--- config.mk ---
export PLATFORM = sky130hd
export DESIGN_NAME = htb_controller
export DESIGN_NICKNAME = d
export VERILOG_FILES = /design/src/hw/rtl/htb_pkg.sv /design/src/hw/rtl/htb_controller.sv
export SDC_FILE = /design/constraint.sdc
export NUM_CORES = 1
export LEC_CHECK = 0
export BUFFER_PORTS_ARGS = -buffer_cell sky130_fd_sc_hd__buf_2
export CORE_AREA = 5 5 42 44
export CTS_CLUSTER_SIZE = 16
export DETAILED_ROUTE_END_ITERATION = 6
export DIE_AREA = 0 0 47 49
export PLACE_DENSITY = 0.67
export SETUP_SLACK_MARGIN = 0.2
export SLEW_MARGIN = 20
export SYNTH_ARGS = -nofsm -noshare
export SYNTH_HDL_FRONTEND = slang
export SYNTH_SLANG_ARGS = --single-unit
--- constraint.sdc ---
create_clock -name clk -period 1.8 [get_ports clk]
set_clock_uncertainty 0.2 [all_clocks]
set_input_delay 0.09 -clock clk [delete_from_list [all_inputs] [get_ports clk]]
set_output_delay 0.09 -clock clk [all_outputs]
set_load 0.1 [all_outputs]
--- src/hw/rtl/htb_pkg.sv ---
package htb_pkg;

    localparam int MAX_SYMBOLS = 512;
    localparam int NODE_DEPTH  = 2 * MAX_SYMBOLS;
    localparam int NODE_AW     = $clog2(NODE_DEPTH);
    localparam int NODE_W      = 11;
    localparam int CNT_W       = 10;
    localparam int FREQ_W      = 32;
    localparam int CFG_IDX_W   = 4;
    localparam int CFG_W       = 10;

    localparam logic [NODE_W-1:0] NO_NODE = 11'h7FF;

    typedef enum logic [1:0] {
        ST_SYMBOL  = 2'd0,
        ST_BUILT   = 2'd1,
        ST_MISSING = 2'd2,
        ST_NO_TREE = 2'd3
    } status_t;

    typedef enum logic [CFG_IDX_W-1:0] {
        REG_SYMBOL_COUNT = 4'd0,
        REG_GREEDY_MODE  = 4'd1
    } reg_index_t;

    typedef enum logic [3:0] {
        S_IDLE,
        S_SWEEP,
        S_PICK,
        S_SCAN,
        S_MARK,
        S_PARENT,
        S_DONE,
        S_NOTREE,
        S_WALK
    } state_t;

    typedef struct packed {
        logic [FREQ_W-1:0] freq;
        logic              valid;
        logic [NODE_W-1:0] left;
        logic [NODE_W-1:0] right;
    } node_t;

    typedef struct packed {
        logic    load;
        logic    walk_read;
        logic    sweep_step;
        logic    pick_init;
        logic    scan_step;
        logic    mark;
        logic    parent;
        logic    walk_eval;
        logic    finish;
        logic    emit;
        status_t emit_code;
    } cmd_t;

    typedef struct packed {
        logic    build_start;
        logic    tree_ready;
        logic    sweep_done;
        logic    scan_done;
        logic    j_is_one;
        logic    build_stop;
        logic    walk_result;
        status_t walk_code;
        logic    slot_free;
    } stat_t;

endpackage

--- src/hw/rtl/htb_controller.sv ---
module htb_controller
    import htb_pkg::*;
(
    input  logic  clk,
    input  logic  rst_n,
    input  logic  in_valid,
    input  logic  in_kind,
    output logic  in_ready,
    input  stat_t stat,
    output cmd_t  cmd
);

    state_t state_reg, state_next;

    always_ff @(posedge clk or negedge rst_n)
    begin
        if (!rst_n)
            state_reg <= S_IDLE;
        else
            state_reg <= state_next;
    end

    always_comb
    begin
        state_next    = state_reg;
        cmd           = '0;
        cmd.emit_code = ST_SYMBOL;
        in_ready      = 1'b0;
        case (state_reg)
            S_IDLE:
            begin
                in_ready = 1'b1;
                if (in_valid)
                begin
                    if (!in_kind)
                    begin
                        cmd.load = 1'b1;
                        if (stat.build_start)
                            state_next = S_SWEEP;
                    end
                    else if (stat.tree_ready)
                    begin
                        cmd.walk_read = 1'b1;
                        state_next    = S_WALK;
                    end
                    else
                        state_next = S_NOTREE;
                end
            end
            S_SWEEP:
            begin
                cmd.sweep_step = 1'b1;
                if (stat.sweep_done)
                    state_next = S_PICK;
            end
            S_PICK:
            begin
                cmd.pick_init = 1'b1;
                state_next    = S_SCAN;
            end
            S_SCAN:
            begin
                cmd.scan_step = 1'b1;
                if (stat.scan_done)
                    state_next = S_MARK;
            end
            S_MARK:
            begin
                cmd.mark   = 1'b1;
                state_next = stat.j_is_one ? S_PARENT : S_PICK;
            end
            S_PARENT:
            begin
                cmd.parent = 1'b1;
                state_next = stat.build_stop ? S_DONE : S_PICK;
            end
            S_DONE:
            begin
                if (stat.slot_free)
                begin
                    cmd.emit      = 1'b1;
                    cmd.emit_code = ST_BUILT;
                    cmd.finish    = 1'b1;
                    state_next    = S_IDLE;
                end
            end
            S_NOTREE:
            begin
                if (stat.slot_free)
                begin
                    cmd.emit      = 1'b1;
                    cmd.emit_code = ST_NO_TREE;
                    state_next    = S_IDLE;
                end
            end
            S_WALK:
            begin
                if (!stat.walk_result)
                begin
                    cmd.walk_eval = 1'b1;
                    state_next    = S_IDLE;
                end
                else if (stat.slot_free)
                begin
                    cmd.walk_eval = 1'b1;
                    cmd.emit      = 1'b1;
                    cmd.emit_code = stat.walk_code;
                    state_next    = S_IDLE;
                end
            end
            default:
                state_next = S_IDLE;
        endcase
    end

endmodule

==> metrics list, run 1 <==
- The flow did not finish.
- Stage where the run ended: global routing
- Run Error: [ERROR DPL-0038] Utilization greater than 100%, impossible to legalize
- Count of flip-flops with a built-in enable after synthesis: 0
* Cell at the root of the clock tree: sky130_fd_sc_hd__clkbuf_4
- Number of standard cells after synthesis: 60
* Horiz. Die Dim: 47 um
- Fraction of the yosys area taken by sequential cells: 0.212
* Number of sinks on the clock net: 4
* Largest net degree at the start of global routing: 12
- HPWL Detailed: 1.29 mm
- Synthesized cell area: 473 um2
- # H-tree levels: 1
* Num ports: 27
* WEP type: top-level output
* Worst setup endpoint GRT: cmd[11]
- The netlist uses 29 different library cells.
- The clock passes through at most 2 buffers.
* Routability congestion estimate from global placement: ~0.8
- The number of nets handed over by synthesis was 74.
- The most used flip-flop cell after synthesis is sky130_fd_sc_hd__dfrtp_1.
* Flop and latch count out of synthesis: 4
- In the synthesized netlist the async set-or-reset flop fraction comes to 1.00.
- Yosys warning total: 0
- Row generation in the floorplan step produced 14 rows.
- Once placement completed, the tool counted placed cells totaling about 100.
* Cts bufs inserted: 3
* Post-Synthesis Mean Instance Area: 7.88 um2
- Port bufs: 26
- The initial utilization of the core area, before any placement, comes to 0.338.
- Overall die height: 49 um
synthesized netlist by cell type, drive strengths merged (2+ instances only):
cell type / number / area share
nor2: 8 / 0.063
nor2b: 2 / 0.026
nand2: 6 / 0.048
nand2b: 3 / 0.040
a31oi: 2 / 0.040
nor3: 4 / 0.063
a32oi: 2 / 0.037
a21oi: 4 / 0.050
dfrtp: 4 / 0.21
inv: 4 / 0.032
buf: 4 / 0.074
nand3: 4 / 0.053
a22oi: 2 / 0.032
o21ai: 3 / 0.032
logic make-up after synthesis:
kind of cell           count (synthesis)  share of synthesized area
AOI/OAI and AO/OA                     17                      0.283
buffers and inverters                  8                      0.106
DFF                                    4                      0.212
muxes                                  1                     0.0212
and+or+nand+nor                       30                      0.378
metrics by stage:
step / hold slack [ns] / setup TNS [ns] / cell area, um2 / worst slack, ns
after detailed placement: -0.296 / 0 / 951 / 0.0954
after CTS: 0.0227 / -0.460 / 1200 / -0.101
after floorplan: -0.406 / -3.64 / 596 / -0.909
after global placement: -0.298 / 0 / 951 / 0.118
timing repair:
action	4_1_cts
endpoints found under the setup margin	17
setup buffers	12
resized for setup	21
endpoints found under the hold margin	6
hold buffers	4
pin swaps	14
==> run 2, diff against run 1 <==
CORE_AREA = 5 5 66 68   (was 5 5 42 44)
CTS_CLUSTER_SIZE = unset   (was 16)
DIE_AREA = 0 0 71 73   (was 0 0 47 49)
PLACE_DENSITY = unset   (was 0.67)
PLACE_DENSITY_LB_ADDON = 0.15   (was unset)
SETUP_SLACK_MARGIN = unset   (was 0.2)
==> run 2 against run 1 <==
The flow now finishes, with violations (setup timing). Synthesized area is the same. Synthesized cell count is the same.
==> metrics list, run 2 <==
* Result of the run: finished, violations left (was aborted with a tool error)
* Failing checks: setup timing
* Reg2reg setup slack: roughly 0.10 ns
* First-pass GRT wire length: 3.05 mm
- The count of pins on the block boundary came to 27 (unchanged).
- CTS clk-pin slew, worst paths: 0.03 ns
- TritonCTS built the clock tree.
- For met1 alone, demand over resource in global routing was 0.0925.
- Wire length per cell after detailed routing: 12.2 um
- Fin crit share: 1.01
* Port bufs: 26 (unchanged)
- Peak supply drop: 0.464 mV
* Static Leak: 0.475 nW
- The count of clock tree sinks was 4 (unchanged).
- Setup-failing EPs final: 3
- The first TritonRoute pass finished after 2 iterations.
- # H-tree levels: 1 (unchanged)
* Hold Worst Slack: 0.0185 ns
- Setup slack on the critical path of the routed design comes to -0.0229 ns.
* Largest net degree at the start of global routing: 11
- Count of flip-flops with a built-in enable after synthesis: 0 (unchanged)
- The synthesized cell area came to 473 um2 (unchanged).
- Core Box Area: 3800 um2
- Largest cells by area after synthesis: sky130_fd_sc_hd__dfrtp_1 (21%), sky130_fd_sc_hd__nor2_1 (6.3%), sky130_fd_sc_hd__buf_6 (4.8%) (unchanged).
* Area share of the largest cell type after synthesis: 0.212 (unchanged)
- Compound-cell area share of the yosys netlist: 0.283 (unchanged)
* Post-DR vias/cell: a little over 4
- CTS max path bufs: 2 (unchanged)
* Total grt overflow: 0
* Number of antenna diodes: 0
- Across the run, the number of max-cap violations was 0.
- Final Max Slew Viols: 0
- The tightest min-delay check is of the primary input to asynchronous set/reset pin type.
- The number of global-route vias before repair was around 660.
- Area share of fa/ha/maj cells after synthesis: 0 (unchanged)
- The number of hold-slack violations in the final timing report is 0.
* Global routing usage summed across all routing layers: 0.0743
- The number of synthesis warnings came to 0 (unchanged).
* Achievable Freq: roughly 550 MHz
- The die extent in y was 73 um (was 49 um).
- Top library cells by usage in the layout, fill and taps aside: sky130_fd_sc_hd__buf_4 (15), sky130_fd_sc_hd__buf_2 (13), sky130_fd_sc_hd__buf_12 (13)
* Most frequent cell after synthesis: sky130_fd_sc_hd__nor2_1 (unchanged)
* Max-Slew Margin vs Limit: 0.691
* Post-DRT Antenna Nets: 0
- Syn-to-layout area delta: 148%
- Remaining design rule violation count: 0
- The register area share after synthesis was 0.212 (unchanged).
- Horiz. Die Dim: 71 um (was 47 um)
- Total number of vias: 612
* Sum of routed wire length over all layers: approximately 1.8 mm
* Flop and latch count out of synthesis: 4 (unchanged)
- The share of flip-flops with an asynchronous set or reset after synthesis was 1.00 (unchanged).
- Filler-free cell count of the finished design: 152
- The cell at the root of the clock tree was sky130_fd_sc_hd__clkbuf_8 (was sky130_fd_sc_hd__clkbuf_4).
- Clk Latency, worst-skew pair: approximately 0.22 ns
- For the worst setup path, the data arrival time is 1.53 ns.
- For met2 alone, demand over resource in global routing was 0.112.
- The library cell used most frequently in the layout, excluding fill and tap cells, is sky130_fd_sc_hd__buf_4.
* Die outline area: 5180 um2
- The placed instance count came to 141 (was 104).
- The worst setup path is launched from a flip-flop.
* RSZ-0062 raised after global routing: yes
* Number of antenna violations at the first check in global routing: 0
- Most common flop cell mapped by yosys: sky130_fd_sc_hd__dfrtp_1 (unchanged)
- The number of buffers added by the clock tree synthesis step is 3 (unchanged).
- Fraction of the mapped netlist area in simple logic gates: 0.378 (unchanged)
- In this run the power density over the cells is 1780 nW/um2.
- End-of-flow core utilization: 0.308
- Routability congestion estimate from global placement: 0.719 (was 0.798)
- Share of cells above drive strength 1: 0.716
- Number of standard cells after synthesis: 60 (unchanged)
* Minimum clock period: 1.82 ns
- Iteration-0 DRC Markers: 7
- The placed wire-length estimate came to 1.47 mm (was 1.29 mm).
- Met3 global-route usage: 0.0275
- Synth cell count leaders: sky130_fd_sc_hd__nor2_1 (8), sky130_fd_sc_hd__nand2_1 (6), sky130_fd_sc_hd__dfrtp_1 (4), sky130_fd_sc_hd__inv_1 (4) (unchanged)
- At the pin with the least slew margin, the transition time is around 0.46 ns.
* Synthesized netlist net count: 74 (unchanged)
- The global routing stage identified its most utilized layer as met2.
* Initial core utilization: 0.125 (was 0.338)
- Post-synthesis cell type with the largest combined area: sky130_fd_sc_hd__dfrtp_1 (unchanged)
- The register with the most flip-flops in the layout has 4 of them.
- CP Capture Type: output pin
* Fill cell total of the finished layout: 424
* Net count of the finished layout: about 120
* Post-Synthesis Mean Instance Area: 7.88 um2 (unchanged)
* Maximum fanout encountered on the critical timing path: 3
- The count of distinct cell types in the synthesized netlist came to 29 (unchanged).
* Required time of the critical path: ~1.5 ns
- The portion of netlist area occupied by mux cells was 0.0212 (unchanged).
* Placement row count: 23 (was 14)
- XOR/XNOR share of the synthesized area: 0 (unchanged)
- Crit Path Class: flip-flop to output pin
* Aggregate negative setup slack: -0.0516 ns
* Combinational family with the most area after synthesis: simple AND/OR/NAND/NOR gates (unchanged)
-- run 2: cells by family (layout without fill, tap and decap cells) --
family                 after synthesis  after routing
multiplexers                         1              1
buffers and inverters                8             50
flip-flops                           4              4
AO/OA/AOI/OAI                       17             17
AND/OR/NAND/NOR                     30             30
-- run 2: critical path: stages, from the launching register on --
cell	delay, ns
sky130_fd_sc_hd__dfrtp_2	0.44
sky130_fd_sc_hd__nor3_4	0.24
sky130_fd_sc_hd__and3_4	0.25
sky130_fd_sc_hd__a32oi_4	0.06
sky130_fd_sc_hd__nor2_4	0.14
sky130_fd_sc_hd__buf_12	0.18
-- run 2: through the flow --
| stage | setup slack (ns) | instance area [um2] | total power [W] |
|---|---|---|---|
| final | -0.0229 | 1170 | 0.00209 |
| after detailed placement | 0.0945 | 1010 | 0.00175 |
| after CTS | -0.0415 | 1140 | 0.00205 |
| after global placement | 0.0688 | 1010 | 0.00176 |
| after global routing | -0.0953 | 1170 | 0.00220 |
| after floorplan | -0.909 | 589 | 0.00122 |
-- run 2: area by class of cell --
cell class                 instances  area (um2)  share of cell area
multi-input combinational         48         489               0.418
tap                               50        62.6              0.0534
inverter                           4        15.0              0.0128
clock buffer                       3        41.3              0.0353
timing repair buffer              43         458               0.391
sequential                         4         105              0.0897
-- run 2: where the power goes --
part | switching (W) | internal [W]
Clock | 0.0000475 | 0.000143
Combinational | 0.000996 | 0.000690
Sequential | 0.0000767 | 0.000132
-- run 2: path summary, 6_finish.rpt --
path                                 to          from  cells after the start
setup reg to reg           state_reg[1]  state_reg[2]                      6
setup / recovery                 cmd[1]  state_reg[0]                      5
hold / removal             state_reg[1]         rst_n                      2
min in group clk           state_reg[3]       stat[8]                      3
max in group asynchronous  state_reg[3]         rst_n                      2
hold reg to reg            state_reg[0]  state_reg[3]                      3
-- run 2: metal layers --
metal,up-vias,share of wire
met5,-,0
met4,0,0.0081
met3,2,0.089
met2,25,0.47
met1,282,0.43
li1,303,-
-- run 2: repair_timing --
| item | CTS | global route |
|---|---|---|
| hold endpoints to repair | 5 | 0 |
| resized for setup | 7 | 5 |
| buffers inserted | 6 | 1 |
| hold buffers | 2 | 0 |
| pin swaps | 5 | 8 |
| setup endpoints to repair | 7 | 11 |
No activity file was read; power rests on OpenSTA's default activity.
==> run 3, diff against run 2 <==
BUFFER_PORTS_ARGS = unset   (was -buffer_cell sky130_fd_sc_hd__buf_2)
DONT_BUFFER_PORTS = 1   (was unset)
==> run 3 against run 2 <==
The run now ends clean. Worst hold slack improved by 0.018 ns. Critical path depth did not move. Sequential power rose by 3%. Final area fell by 4.1%. Count of clock-buffer cells in the layout did not move. Combinational power fell by 3%. Routed wire length fell by 3.1%. First-iteration DRC count rose to 2.6 times the previous value. Setup slack improved by 0.035 ns.
==> metrics list, run 3 (synthesized netlist as in run 2, its figures left out) <==
* Result of the run: finished clean (was finished, violations left)
- The count of clock tree sinks was 4 (unchanged).
- Total number of vias: 564 (was 612)
- Largest net degree at the start of global routing: 12 (was 11)
- The first-pass GRT wire length is 3.05 mm (unchanged).
- HPWL Detailed: 1.46 mm (was 1.47 mm)
* Num ports: 27 (unchanged)
- Minimum clock period: 1.79 ns (was 1.82 ns)
* Iteration-0 DRC Markers: 18 (was 7)
- Global routing usage summed across all routing layers: 0.0758 (was 0.0743)
- Worst path setup slack after routing: 0.0125 ns (was -0.0229 ns)
* CTS max path bufs: 2 (unchanged)
- Placement row count: 23 (unchanged)
- The number of flip-flops under the largest register name is 4 (unchanged).
- The reg2reg setup slack is 0.22 ns (was 0.10 ns).
* Class of the worst hold path: primary input to flip-flop (was primary input to asynchronous set/reset pin)
- # H-tree levels: 1 (unchanged)
- Required time of the critical path: 1.51 ns (about the same)
- Cts bufs inserted: 3 (unchanged)
- CP Capture Type: output pin (unchanged)
- The critical path arrival was 1.50 ns (was 1.53 ns).
- The number of maximum-capacitance constraint violations came to 0 (unchanged).
- The worst-case vdd ir drop is 0.396 mV (was 0.464 mV).
* Initial core utilization: 0.125 (unchanged)
- The headroom to the max-slew limit was 0.694 (was 0.691).
- The sort of element at the start of the critical path is a flip-flop (unchanged).
- The number of I/O port buffers is 0 (was 26).
* Crit Path Class: flip-flop to output pin (unchanged)
* Core Box Area: 3800 um2 (unchanged)
- RSZ-0062 raised after global routing: yes (unchanged)
- The number of max-slew violations in the final report came to 0 (unchanged).
- The final non-filler cell area came to 1120 um2 (was 1170 um2).
- Clk Latency, worst-skew pair: 0.21 ns (was 0.22 ns)
- Commonest non-fill, non-tap cell in the layout: sky130_fd_sc_hd__buf_4 (unchanged)
- Post-DR vias/cell: 3.92 (was 4.03)
* Fin crit share: 0.993 (was 1.01)
- Fin. Hold Viols: 0 (unchanged)
- The placed instance count came to 127 (was 141).
* Overall die height: 73 um (unchanged)
- Number of global-route vias before repair: 623 (was 663)
- Number of antenna violations at the first check in global routing: 0 (unchanged)
- The number of nets in the layout came to 110 (was 118).
- The count of placed standard cells in the final layout, fillers left out was 144 (was 152).
* Worst slew pin tran: 0.458 ns (was 0.463 ns)
- The total of endpoints with negative setup slack in the final report is 0 (was 3).
- The detailed-route wire length was 1.79 mm (was 1.85 mm).
- Number of antenna diodes: 0 (unchanged)
- The share of cells above drive strength 1 came to 0.628 (was 0.716).
- The count of TritonRoute iterations in the first routing pass came to 4 (was 2).
- Placed standard-cell area: 920 um2 (was 1010 um2)
- Total grt overflow: 0 (unchanged)
* Wire length per cell after detailed routing: 12.4 um (was 12.2 um)
- Cell at the root of the clock tree: sky130_fd_sc_hd__clkbuf_8 (unchanged)
- Remaining design rule violation count: 0 (unchanged)
- The maximum frequency from static timing analysis came to 559 MHz (was 549 MHz).
- Static Leak: 0.429 nW (was 0.475 nW)
* Routability congestion estimate from global placement: 0.752 (was 0.719)
* Clock tree from TritonCTS: yes (unchanged)
- Die outline area: 5180 um2 (unchanged)
- Maximum fanout encountered on the critical timing path: 5 (was 3)
* Pwr Total: 0.00204 W (was 0.00209 W)
- The number of antenna-violating nets in the routed design was 0 (unchanged).
* CTS clk-pin slew, worst paths: 0.03 ns (about the same)
- Syn-to-layout area delta: 138% (was 148%)
- Hold Worst Slack: 0.0367 ns (was 0.0185 ns)
- DP Worst Slack: 0.101 ns (was 0.0945 ns)
* Top library cells by usage in the layout, fill and taps aside: sky130_fd_sc_hd__buf_4 (15), sky130_fd_sc_hd__buf_12 (10), sky130_fd_sc_hd__dlygate4sd3_1 (8) (was sky130_fd_sc_hd__buf_4 (15), sky130_fd_sc_hd__buf_2 (13), sky130_fd_sc_hd__buf_12 (13))
* Pwr Density: 1810 nW/um2 (was 1780 nW/um2)
- Horiz. Die Dim: 71 um (unchanged)
## run 3: area by class of cell
class	count	area (um2)
Clock buffer	3	41.3
Fill cell	409	2680
Inverter	4	15.0
Multi-Input combinational cell	48	468
Sequential cell	4	105
Tap cell	50	62.6
Timing Repair Buffer	35	432
## run 3: metal layers
layer  global-route usage  routed length [um]  up-vias
li1                     -                   -      291
met1                0.101                 860      247
met2                0.102                 741       26
met3               0.0399                 188        0
met4               0.0292                   0        0
met5                    0                   0        -
## run 3: what timing repair did
action                                  CTS  global route
hold endpoints to repair                  8             0
endpoints found under the setup margin   10            11
setup buffers                             3             3
gates resized for setup                   7             4
hold buffers                              8             0
pin swaps                                 2             2
## run 3: report_power, final
part | switching [W] | internal [W]
Combinational | 0.000961 | 0.000676
Clock | 0.0000404 | 0.000142
Sequential | 0.0000841 | 0.000132
## run 3: worst max-delay path, cell delays in order, from the launching register on
cell                      delay [ns]
sky130_fd_sc_hd__dfrtp_2        0.44
sky130_fd_sc_hd__nor3_4         0.20
sky130_fd_sc_hd__and3_4         0.22
sky130_fd_sc_hd__nand2_1        0.08
sky130_fd_sc_hd__a21oi_4        0.14
sky130_fd_sc_hd__buf_12         0.19
## run 3: path summary, 6_finish.rpt
kind,startpoint,to,cells after the start
min in group asynchronous,rst_n,state_reg[2],2
max in group asynchronous,rst_n,state_reg[1],2
hold / removal,in_valid,state_reg[2],4
setup reg to reg,state_reg[2],state_reg[1],5
setup / recovery,state_reg[2],cmd[0],5
hold reg to reg,state_reg[0],state_reg[1],2
## run 3: stage by stage
step            util  setup TNS (ns)
2_1_floorplan      -           -3.63
3_3_place_gp   0.242               0
3_5_place_dp   0.242               0
4_1_cts        0.285         -0.0121
5_1_grt        0.296          -0.282
6_report       0.296               0
